**config.mk**
```make
export PLATFORM = sky130hd
export DESIGN_NAME = slru_fifo
export DESIGN_NICKNAME = d
export VERILOG_FILES = /design/src/rtl/slru_fifo.sv
export SDC_FILE = /design/constraint.sdc
export NUM_CORES = 1
export LEC_CHECK = 0
export ABC_AREA = 1
export BUFFER_PORTS_ARGS = -buffer_cell sky130_fd_sc_hd__buf_2
export CAP_MARGIN = 15
export CORE_MARGIN = 8
export CORE_UTILIZATION = 40
export DETAILED_ROUTE_END_ITERATION = 7
export GPL_ROUTABILITY_DRIVEN = 0
export GPL_TIMING_DRIVEN = 0
export PLACE_DENSITY = 0.71
export SLEW_MARGIN = 20
export SYNTH_ARGS = -nofsm -noshare
export SYNTH_HDL_FRONTEND = slang
export SYNTH_SLANG_ARGS = --single-unit
```
**constraint.sdc**
```tcl
create_clock -name clock -period 2.7 [get_ports clock]
set_clock_uncertainty 0.1 [all_clocks]
set_input_delay 0.135 -clock clock [delete_from_list [all_inputs] [get_ports clock]]
set_output_delay 0.135 -clock clock [all_outputs]
set_load 0.01 [all_outputs]
```
**src/rtl/slru_fifo.sv**
```systemverilog
// Two-entry queue of raw words, used between front and back and for results.
// No package dependencies.
`default_nettype none

module slru_fifo #(
   parameter int WIDTH = 8
) (
   input  wire logic             clock,
   input  wire logic             reset,
   input  wire logic             push,
   input  wire logic [WIDTH-1:0] in_data,
   output logic                  full,
   input  wire logic             pop,
   output logic [WIDTH-1:0]      out_data,
   output logic                  empty
);

   logic [WIDTH-1:0] data_ff [2];
   logic             wr_ptr_ff;
   logic             rd_ptr_ff;
   logic [1:0]       count_ff;
   logic             do_push;
   logic             do_pop;

   assign full     = (count_ff == 2'd2);
   assign empty    = (count_ff == 2'd0);
   assign do_push  = push && !full;
   assign do_pop   = pop && !empty;
   assign out_data = data_ff[rd_ptr_ff];

   always_ff @(posedge clock) begin
      if (do_push) begin
         data_ff[wr_ptr_ff] <= in_data;
      end
   end

   always_ff @(posedge clock) begin
      if (reset) begin
         wr_ptr_ff <= 1'b0;
         rd_ptr_ff <= 1'b0;
         count_ff  <= 2'd0;
      end else begin
         if (do_push) begin
            wr_ptr_ff <= !wr_ptr_ff;
         end
         if (do_pop) begin
            rd_ptr_ff <= !rd_ptr_ff;
         end
         if (do_push && !do_pop) begin
            count_ff <= count_ff + 2'd1;
         end else if (do_pop && !do_push) begin
            count_ff <= count_ff - 2'd1;
         end
      end
   end

endmodule

`default_nettype wire

```
---- Yosys cells after proc, flatten, opt, wreduce, memory -nomap -nowiden ----
Memory sizes are Yosys's and may differ from the RTL's. A register that Yosys moved wholly into a read port is not among the register bits.
Cells that the tools add are included.
word-level totals
  register bits ........................... 4
  RAM bits ................................ 16
  bits of input ports ..................... 12
  memories ................................ 1
  word-level logic and storage cells ...... 25
operators by class
  reduce and logical (&&, ||, !) cells .... 12
  multiplexer cells ....................... 6
  equal/unequal tests ..................... 1
  $add $sub $neg .......................... 2
memory list
  name     depth  bits a word  read ports  clocked after memory_dff  wr ports  RTL line  text
  data_ff  2      8            1           1                         1         18        logic [WIDTH-1:0] data_ff [2];
operators by type and width
  kind                   count
  $logic_not A1 Y1       6
  $logic_and A1 B1 Y1    4
  $mux W1                4
  $mux W2                2
  $add A2 B1 Y2 const B  1
  $eq A2 B2 Y1 const B   1
  $logic_not A2 Y1       1
  $reduce_bool A2 Y1     1
  $sub A2 B1 Y2 const B  1

---- Longest topological paths before layout ----
Gate-level depths: netlist of run 1.
  word-level depth ........................ 7
  mapped depth ............................ 10

---- Worst setup path after synthesis of run 1 ----
OpenSTA, ideal clock, no wires.
  path kind ............................... register to register
  from .................................... register count_ff[0]
  to ...................................... memory data_ff[1][0] (enable)
  stages on the path, launching flop included .. 3
  path buffers ............................ 0
  data arrival time ....................... 951 ps
  period minus slack after synthesis ...... 1421 ps
  path slack .............................. 1279 ps
  cell sequence ........................... dfxtp_1 > o21ai_2 > nor2_1
on the way
  word-level cells in the longest chain between the ends .. 5
RTL lines
  item                           RTL line  text
  from (decl)                    21        logic [1:0] count_ff;
  from (signal assigned)         50        count_ff <= count_ff + 2'd1;
  from (signal assigned)         52        count_ff <= count_ff - 2'd1;
  $eq A2 B2 Y1                   25        assign full = (count_ff == 2'd2);
  $logic_not A1 Y1               27        assign do_push = push && !full;
  $logic_and A1 B1 Y1            27
  $mux W1                        32        if (do_push) begin
  $mux W1 (implied by the code)  33        data_ff[wr_ptr_ff] <= in_data;
  to (decl)                      18
Every way passes these cells.

---- Final worst setup path of run 1 ----
  from .................................... register count_ff[0]
  to ...................................... memory data_ff[1][6] (enable)
Same word-level chain as after synthesis.

==> results.md, run 1 <==
* Diode count at 0
* WL per Instance at 12.3 um
* Final non-filler cell total at 122
* IO Pins at 22
* Cell total after placement at 110
* GRT overflow at 0
* Final worst setup slack at 1.01 ns
* Postcts setup bufs at 0
* Post-CTS Hold Fix Bufs at 8
* #FFs+latches synth at 21
* Final period util at 0.628
* WP data arrival at 1.52 ns
* Number of CTS-inserted buffers at 3
* Top_reg_cell synth: edfxtp_1
* Initial DRC count at 11
* Die height at ~62 um
* Setup repair after global routing missed its margin: no
* M2 GR Usage at 0.158
* Hold Path Class: in -> reg
* Pre-CTS WS at 0.989 ns
* Max Slew Vio Count at 0
* CORE AREA at around 2000 um^2
* CP Launch Type: flop
* Area leader, netlist: edfxtp_1
* Share of the synthesized area in the top cell type at 0.580
* Setup crit end kind: flop
* Final wirelength at 1500 um
* Peak Freq at 0.590 GHz
* Initial antenna violation count at 0
* H-tree levels at 1
* Vias at 545
* GR Util met1 at 0.0980
* GRT Total Usage at 0.0939
* Share of layout cells above drive strength 1 at 0.400
* Crit Path Max Fanout at 8
* CTS tree: yes
* Worst VDD drop at 0.526 mV
* Post-CTS Resized at 0
* Final #Nets at 109
* Synth area leaders: edfxtp_1 58%, dfxtp_1 12%, mux2_2 11%, nor2_1 4.1%, inv_1 3.2%
* Layout fillers at 184
* Starting Density at 0.422
* Worst-margin pin slew at 0.750 ns
* Dpl hpwl at 1060 um
* Die X at 61.5 um
* Largest net degree at the start of global routing at 12
* Leak at 0.000444 uW
* CTS sink count at 21
* Most common cell in the netlist: edfxtp_1
* Root buf cell: clkbuf_4
* Ys Warns at 0
* Full die area at roughly 3800 um^2
* Mapped Cells at 62
* Port Buffer Count at 21
* First-pass detailed-route iteration total at 4
* Post-synth EDFFs at 16
* Vias/cell at 4.47
* CTS clock-pin slew for the worst setup and hold paths at ~0.10 ns
* Synthesized area at 828 um^2
* Sequential area share after synthesis at 0.701
* Routed Antenna Nets at 0
* Headroom to the max-slew limit at 0.498
* Yosys cell types at 16
* Clock Tree Buf Depth at 2
* Global routing's busiest layer: met2
* Fin crit period at roughly 1.7 ns
* Drt drc at 0
* CP Class: reg -> reg
* Layout Utilization at 0.547
* PwrDens at 816 nW/um^2
* Max-cap violations at 0
* M3 GR Usage at 0.0313
* Power, Total at roughly 880 uW
* Row cnt at 16
* Syn Nets at 75
* Sum of negative setup slack at 0 ns
* Layout Area Growth over Synthesis at 29.6%
* Ys async rst share at 0
* Clk Latency, worst-skew pair at 0.29 ns
* Syn Area/Cell at ~13 um^2
* Vias in the first global route at roughly 570
* Status: complete, no violations
* Synth top cells by count: 16 x edfxtp_1, 9 x nor2_1, 8 x mux2_2
* Final setup viols at 0
* First-pass GRT wire length at 2530 um
* Data required, critical path at 2.53 ns
* Final count of hold timing violations at 0
[power by group]
part / leakage (uW) / switching, uW / total [uW] / internal, uW
Combinational: 0.000238 / 156 / 288 / 132
Clock: 0.0000150 / 83.1 / 140 / 57.3
Sequential: 0.000191 / 34.7 / 447 / 413
Total: 0.000444 / 274 / 876 / 602
[worst paths after layout]
check | startpoint | endpoint | slack, ns | cells after the start
max reg2reg | count_ff[0] | data_ff[1][6] | 1.01 | 2
max | count_ff[0] | data_ff[1][6] | 1.01 | 2
min | reset | count_ff[1] | 0.02 | 4
min reg2reg | wr_ptr_ff | wr_ptr_ff | 0.43 | 2
[per-layer routing]
| layer | vias up | routed length [um] |
|---|---|---|
| met5 | - | 0 |
| met3 | 4 | 90 |
| li1 | 280 | - |
| met2 | 16 | 711 |
| met1 | 245 | 662 |
| met4 | 0 | 34 |
[worst max-delay path: stages (launching register included)]
cell	delay, ns
dfxtp_1	0.51
o21ai_2	0.14
nor2_1	0.59
[sequential cells by signal (all words and copies together) (netlist names), named ones only]
signal / flops
wr_ptr_ff: 1
count_ff: 2
data_ff: 16
rd_ptr_ff: 1
[layout by cell type (no fill, tap or decap), drive strengths merged, types with 4 or more instances in the layout]
master / Yosys / final
nand2: 4 / 4
buf: 1 / 22
clkbuf: 0 / 4
inv: 9 / 9
dlygate4sd3: 0 / 8
nor2: 9 / 9
dfxtp: 5 / 5
edfxtp: 16 / 16
mux2: 8 / 8
o21ai: 5 / 5
[area by class of cell]
cell class | count | area (um^2) | area share
buffer | 1 | 5.00 | 0.00466
multi-input combinational | 31 | 209 | 0.195
sequential | 21 | 581 | 0.541
inverter | 9 | 33.8 | 0.0315
clock buffer | 4 | 26.3 | 0.0245
timing repair buffer | 29 | 185 | 0.172
tap | 27 | 33.8 | 0.0315
[through the flow]
| stage | hold slack, ns | cell area, um^2 |
|---|---|---|
| floorplan | 0.134 | 828 |
| global placement | 0.223 | 967 |
| detailed placement | 0.228 | 967 |
| CTS | 0.0167 | 1070 |
| global route | 0.0381 | 1070 |
| finish | 0.0232 | 1070 |
[logic make-up after synthesis]
family | count (synthesis) | share of synthesized area
flops | 21 | 0.701
fa+ha+maj | 1 | 0.0151
mux | 8 | 0.109
compound gates | 6 | 0.0453
buf+inv | 10 | 0.0468
simple gates | 16 | 0.0831
Power figures use the tool's default switching activity.
==> run 2: changes to the inputs <==
--- a/config.mk
+++ b/config.mk
@@ -13,7 +13,7 @@
 export DETAILED_ROUTE_END_ITERATION = 7
 export GPL_ROUTABILITY_DRIVEN = 0
 export GPL_TIMING_DRIVEN = 0
-export PLACE_DENSITY = 0.71
+export PLACE_DENSITY = 0.74
 export SLEW_MARGIN = 20
 export SYNTH_ARGS = -nofsm -noshare
 export SYNTH_HDL_FRONTEND = slang
==> constraint.sdc (replaced) <==
create_clock -name clock -period 1.4 [get_ports clock]
set_clock_uncertainty 0.1 [all_clocks]
set_input_delay 0.07 -clock clock [delete_from_list [all_inputs] [get_ports clock]]
set_output_delay 0.07 -clock clock [all_outputs]
set_load 0.01 [all_outputs]
==> results.md, run 2 (synthesis results as in run 1) <==
* Starting Density at 0.422 (unchanged)
* Max reg flops at 16 (unchanged)
* Vias in the first global route at 586 (+3.4%)
* Status: complete, no violations
* Full die area at 3780 um^2 (unchanged)
* CTS sink count at 21 (unchanged)
* Largest net degree at the start of global routing at 12 (unchanged)
* CTS clock-pin slew for the worst setup and hold paths at 0.11 ns (about the same)
* Number of CTS-inserted buffers at 3 (unchanged)
* Clock Tree Buf Depth at 2 (unchanged)
* H-tree levels at 1 (unchanged)
* First-pass GRT wire length at 2360 um (-6.6%)
* R2R cell count at 8 (+6)
* PwrDens at 1660 nW/um^2 (+100%)
* Biggest regs: data_ff (16), count_ff (2)
* GRT overflow at 0 (unchanged)
* Diode count at 0 (unchanged)
* Max-cap violations at 0 (unchanged)
* R2r setup slk at 0.05 ns (-0.96 ns)
* Final #Nets at 115 (+5.5%)
* Most frequent cells in the layout: 16 x edfxtp_1, 13 x buf_2, 9 x dlygate4sd3_1, 9 x buf_6, 8 x mux2_4
* Hold Path Class: in -> reg
* Row cnt at 16 (unchanged)
* Vias/cell at 4.58 (+2.5%)
* Vias at 586 (+7.5%)
* Dpl hpwl at 1000 um (-5.7%)
* Setup repair after global routing missed its margin: yes
* HP Start: push
* Peak Freq at 0.726 GHz
* Crit Path Max Fanout at 8 (unchanged)
* Clk Latency, worst-skew pair at 0.29 ns (about the same)
* Most common cell after layout, fill and taps aside: edfxtp_1
* Die X at 61.5 um (unchanged)
* CORE AREA at 1960 um^2 (unchanged)
* CP Launch Type: flop
* Final wirelength at 1700 um (+14%)
* Worst VDD drop at 1.07 mV (+100%)
* Final setup viols at 0 (unchanged)
* CTS tree: yes
* Setup crit end kind: output port
* IO Pins at 22 (unchanged)
* DP Area at 968 um^2 (+0.13%)
* Worst hold stages at 5 (+1)
* Fin crit period at 1.38 ns
* WL per Instance at 13.3 um (+8.4%)
* WP data arrival at 1.21 ns (-0.31 ns)
* Biggest register: data_ff
* GRT Total Usage at 0.0850 (-0.00885)
* Max Slew Vio Count at 0 (unchanged)
* Layout Area Growth over Synthesis at 54.1%
* Final Cell Area at 1280 um^2 (+19%)
* Critical R2R Launch: count_ff[1]
* Data required, critical path at 1.23 ns (-1.30 ns)
* Final count of hold timing violations at 0 (unchanged)
* First-pass detailed-route iteration total at 4 (unchanged)
* Final period util at 0.984
* Headroom to the max-slew limit at 0.710 (+0.212)
* Worst-margin pin slew at 0.434 ns (-0.316 ns)
* Power, Total at 2110 uW (+140%)
* CP Class: reg -> out
* Die height at 61.5 um (unchanged)
* Drt drc at 0 (unchanged)
* Leak at 0.000528 uW (+19%)
* Root buf cell: clkbuf_4
* Routed Antenna Nets at 0 (unchanged)
* Initial antenna violation count at 0 (unchanged)
* Initial DRC count at 11 (unchanged)
* Port Buffer Count at 21 (unchanged)
* R2r endpoint: count_ff[1]
* Share of layout cells above drive strength 1 at 0.545 (+0.145)
* Hold endpoint: wr_ptr_ff
[run 2: changes by cell type in the layout (fill, tap and decap cells not counted), moves of 2 or more]
cell / before / now
buf_2: 22 / 13
buf_6: 0 / 9
mux2_2: 8 / 0
mux2_4: 0 / 8
buf_4: 0 / 4
dfxtp_1: 5 / 2
inv_1: 7 / 4
dfxtp_4: 0 / 2
inv_4: 0 / 2
nand2_1: 4 / 2
nand2_2: 0 / 2
nor2_1: 9 / 7
o21ai_2: 2 / 0
o21ai_4: 0 / 2
[run 2: worst max-delay path by stage]
stage	start	endpoint	slack, ns	cells after the start
3_3_place_gp	count_ff[0]	data_ff[1][3]	-0.22	2
3_5_place_dp	count_ff[0]	data_ff[0][3]	-0.28	2
5_1_grt	count_ff[1]	count_ff[1]	-0.05	9
4_1_cts	flop	out_data[7]	0.00006	3
2_1_floorplan	count_ff[0]	data_ff[1][0]	-0.002	2
6_report	flop	out_data[5]	0.02	3
[run 2: timing repair]
item                                   CTS  global route
endpoints found under the hold margin   21             0
setup endpoints to repair               26            10
resized for setup                       16            23
hold buffers                             9             0
pin swaps                                1             7
setup buffers                            3             2
[run 2: final cells by class]
type	instances	area (um^2)
tap	27	33.8
inverter	9	38.8
clock buffer	4	26.3
timing repair buffer	35	287
multi-input combinational	31	287
sequential	21	589
buffer	1	15.0
fill	169	686
[run 2: critical path: stages, from the launching register on]
cell,delay (ns)
dfxtp_2,0.35
buf_8,0.14
mux2_4,0.31
buf_6,0.12
[run 2: where the power goes]
part | internal [uW] | leakage, uW | switching [uW]
combinational | 521 | 0.000321 | 432
clock | 111 | 0.0000150 | 165
sequential | 814 | 0.000192 | 72.7
total | 1440 | 0.000528 | 670
[run 2: stage by stage]
step / utilization / hold WS, ns / std cells / setup TNS (ns) / setup WS [ns]
global route: 0.651 / 0.0798 / 128 / -0.290 / -0.0524
global placement: 0.494 / 0.159 / 110 / -3.58 / -0.220
finish: 0.651 / 0.102 / 128 / 0 / 0.0224
detailed placement: 0.494 / 0.162 / 110 / -4.35 / -0.283
floorplan: - / 0.0689 / 62 / -0.0268 / -0.00174
CTS: 0.599 / 0.0437 / 126 / 0 / 0.0000590
[run 2: routing by layer]
metal / track usage / share of wire
met5: 0 / 0
met4: 0.0390 / 0.0059
met3: 0.0313 / 0.069
met2: 0.142 / 0.52
met1: 0.0935 / 0.40
==> run 3: changes to the inputs <==
--- a/config.mk
+++ b/config.mk
@@ -7,9 +7,10 @@
 export LEC_CHECK = 0
 export ABC_AREA = 1
 export BUFFER_PORTS_ARGS = -buffer_cell sky130_fd_sc_hd__buf_2
-export CAP_MARGIN = 15
+export CAP_MARGIN = 20
 export CORE_MARGIN = 8
 export CORE_UTILIZATION = 40
+export CTS_BUF_LIST = sky130_fd_sc_hd__clkbuf_16
 export DETAILED_ROUTE_END_ITERATION = 7
 export GPL_ROUTABILITY_DRIVEN = 0
 export GPL_TIMING_DRIVEN = 0
==> results.md, run 3 (synthesis results as in run 1) <==
* Status: complete, no violations
* Worst-margin pin slew at 0.437 ns (+0.00216 ns)
* Most common cell after layout, fill and taps aside: buf_2
* Pre-CTS WS at -0.283 ns (unchanged)
* Most frequent cells in the layout: 21 x buf_2, 16 x edfxtp_1, 9 x dlygate4sd3_1, 8 x mux2_2, 7 x nor2_1
* GRT overflow at 0 (unchanged)
* Vias in the first global route at 584 (-0.34%)
* Diode count at 0 (unchanged)
* CTS sink count at 21 (unchanged)
* Clk Latency, worst-skew pair at 0.24 ns (-0.05 ns)
* Vias/cell at 4.52 (-1.3%)
* Layout Area Growth over Synthesis at 48.6%
* CTS tree: yes
* FF+latch area at 586 um^2 (-0.64%)
* Setup repair after global routing missed its margin: yes
* GRT Total Usage at 0.0842 (-0.000854)
* Cell total after placement at 110 (unchanged)
* Share of layout cells above drive strength 1 at 0.510 (-0.0346)
* WP data arrival at 1.40 ns (+0.19 ns)
* CP Class: reg -> reg
* Final count of hold timing violations at 0 (unchanged)
* Final non-filler cell total at 127 (-0.78%)
* CORE AREA at 1960 um^2 (unchanged)
* Port Buffer Count at 21 (unchanged)
* Fin crit period at 1.36 ns (-0.0134 ns)
* Die X at 61.5 um (unchanged)
* Crit Path Max Fanout at 4 (-4)
* Row cnt at 16 (unchanged)
* Root buf cell: clkbuf_16
* PwrDens at 1800 nW/um^2 (+8.7%)
* Max-cap violations at 0 (unchanged)
* Critical path's slowest cell: dfxtp_2
* First-pass GRT wire length at 2350 um (-0.30%)
* Final worst setup slack at 0.0359 ns (+0.0134 ns)
* CP Launch Type: flop
* Number of CTS-inserted buffers at 3 (unchanged)
* Biggest regs: data_ff (16), count_ff (2)
* Setup crit end kind: flop
* Max incr delay on CP at 0.35 ns (about the same)
* Max reg flops at 16 (unchanged)
* H-tree levels at 1 (unchanged)
* Worst-path cell chain: inv_4 > o21ai_4 > inv_2 > ha_4 > inv_4 > nand3_2 > nand2_1 > inv_1 > nor2_1
* Hold Path Class: in -> reg
* Dpl hpwl at 1000 um (unchanged)
* Peak Freq at 0.733 GHz (+0.98%)
* Die height at 61.5 um (unchanged)
* Biggest register: data_ff
* Layout fillers at 173 (+2.4%)
* Starting Density at 0.422 (unchanged)
* First-pass detailed-route iteration total at 4 (unchanged)
* Final period util at 0.974 (-0.00959)
* Multi-input logic area at 254 um^2 (-11%)
* Most used cell, CP: inv_4
* Headroom to the max-slew limit at 0.709 (-0.00144)
* Leak at 0.000503 uW (-4.7%)
* Largest net degree at the start of global routing at 12 (unchanged)
* Initial antenna violation count at 0 (unchanged)
* Full die area at 3780 um^2 (unchanged)
* CTS clock-pin slew for the worst setup and hold paths at 0.05 ns (-0.06 ns)
* Final wirelength at 1540 um (-9.9%)
* Worst VDD drop at 1.22 mV (+14%)
* IO Pins at 22 (unchanged)
* Max Slew Vio Count at 0 (unchanged)
* Clock Tree Buf Depth at 2 (unchanged)
* Routed Antenna Nets at 0 (unchanged)
* Final setup viols at 0 (unchanged)
* Vias at 574 (-2.0%)
* Drt drc at 0 (unchanged)
* WL per Instance at 12.1 um (-9.1%)
* Initial DRC count at 10 (-1)
* Final #Nets at 114 (-0.87%)
* Sum of negative setup slack at 0 ns (unchanged)
* Data required, critical path at 1.44 ns (+0.21 ns)
[run 3: changes by cell type in the layout (fill, tap and decap cells not counted), moves of 2 or more]
cell / change
inv_1: +2
clkbuf_16: +3
buf_2: +8
mux2_2: +8
clkbuf_4: -3
mux2_4: -8
buf_6: -7
[run 3: where the power goes]
group,leakage [uW],switching [uW],total [uW],internal [uW]
Sequential,0.000192,68.0,877,809
Combinational,0.000269,392,777,385
Clock,0.0000423,185,564,379
[run 3: worst paths after layout]
check | start | to | slack [ns] | cells past startpoint
setup / recovery | count_ff[1] | count_ff[1] | 0.04 | 9
hold / removal | push | wr_ptr_ff | 0.15 | 5
setup reg to reg | count_ff[1] | count_ff[1] | 0.04 | 9
hold reg to reg | rd_ptr_ff | rd_ptr_ff | 0.44 | 3
[run 3: layout make-up]
class	instances	area share
flip-flops and latches	21	0.476
multi-input cells	31	0.206
repair buffers	34	0.186
clock buffers	3	0.0610
inverters	9	0.0315
well taps	27	0.0274
plain buffers	1	0.00915
clock inverters	1	0.00305
[run 3: timing repair]
item,in CTS,in global routing
endpoints found under the hold margin,17,0
endpoints found under the setup margin,26,10
hold buffers,9,0
buffers inserted,3,1
resized for setup,10,8
pin swaps,1,5
[run 3: worst max-delay path: cells and delay by family, from the launching register on]
family | cells | cell delay (ns)
AND/OR/NAND/NOR | 3 | 0.14
buffers and inverters | 4 | 0.20
AO/OA/AOI/OAI | 1 | 0.18
flip-flops | 1 | 0.35
adder cells (fa/ha/maj) | 1 | 0.27
[run 3: stage by stage]
stage | util | power (uW) | hold WS [ns] | cell area, um^2
after floorplan | - | 1250 | 0.0689 | 830
after global placement | 0.494 | 1400 | 0.159 | 968
after detailed placement | 0.494 | 1420 | 0.162 | 968
after CTS | 0.610 | 2130 | 0.117 | 1200
after global routing | 0.628 | 2350 | 0.148 | 1230
final | 0.628 | 2220 | 0.152 | 1230
[run 3: layer usage]
metal,up-vias,part of all wire,track usage
met1,262,0.41,0.0923
met2,20,0.51,0.145
met3,2,0.068,0.0251
li1,290,-,-
met5,-,0,0
met4,0,0.0026,0.0390
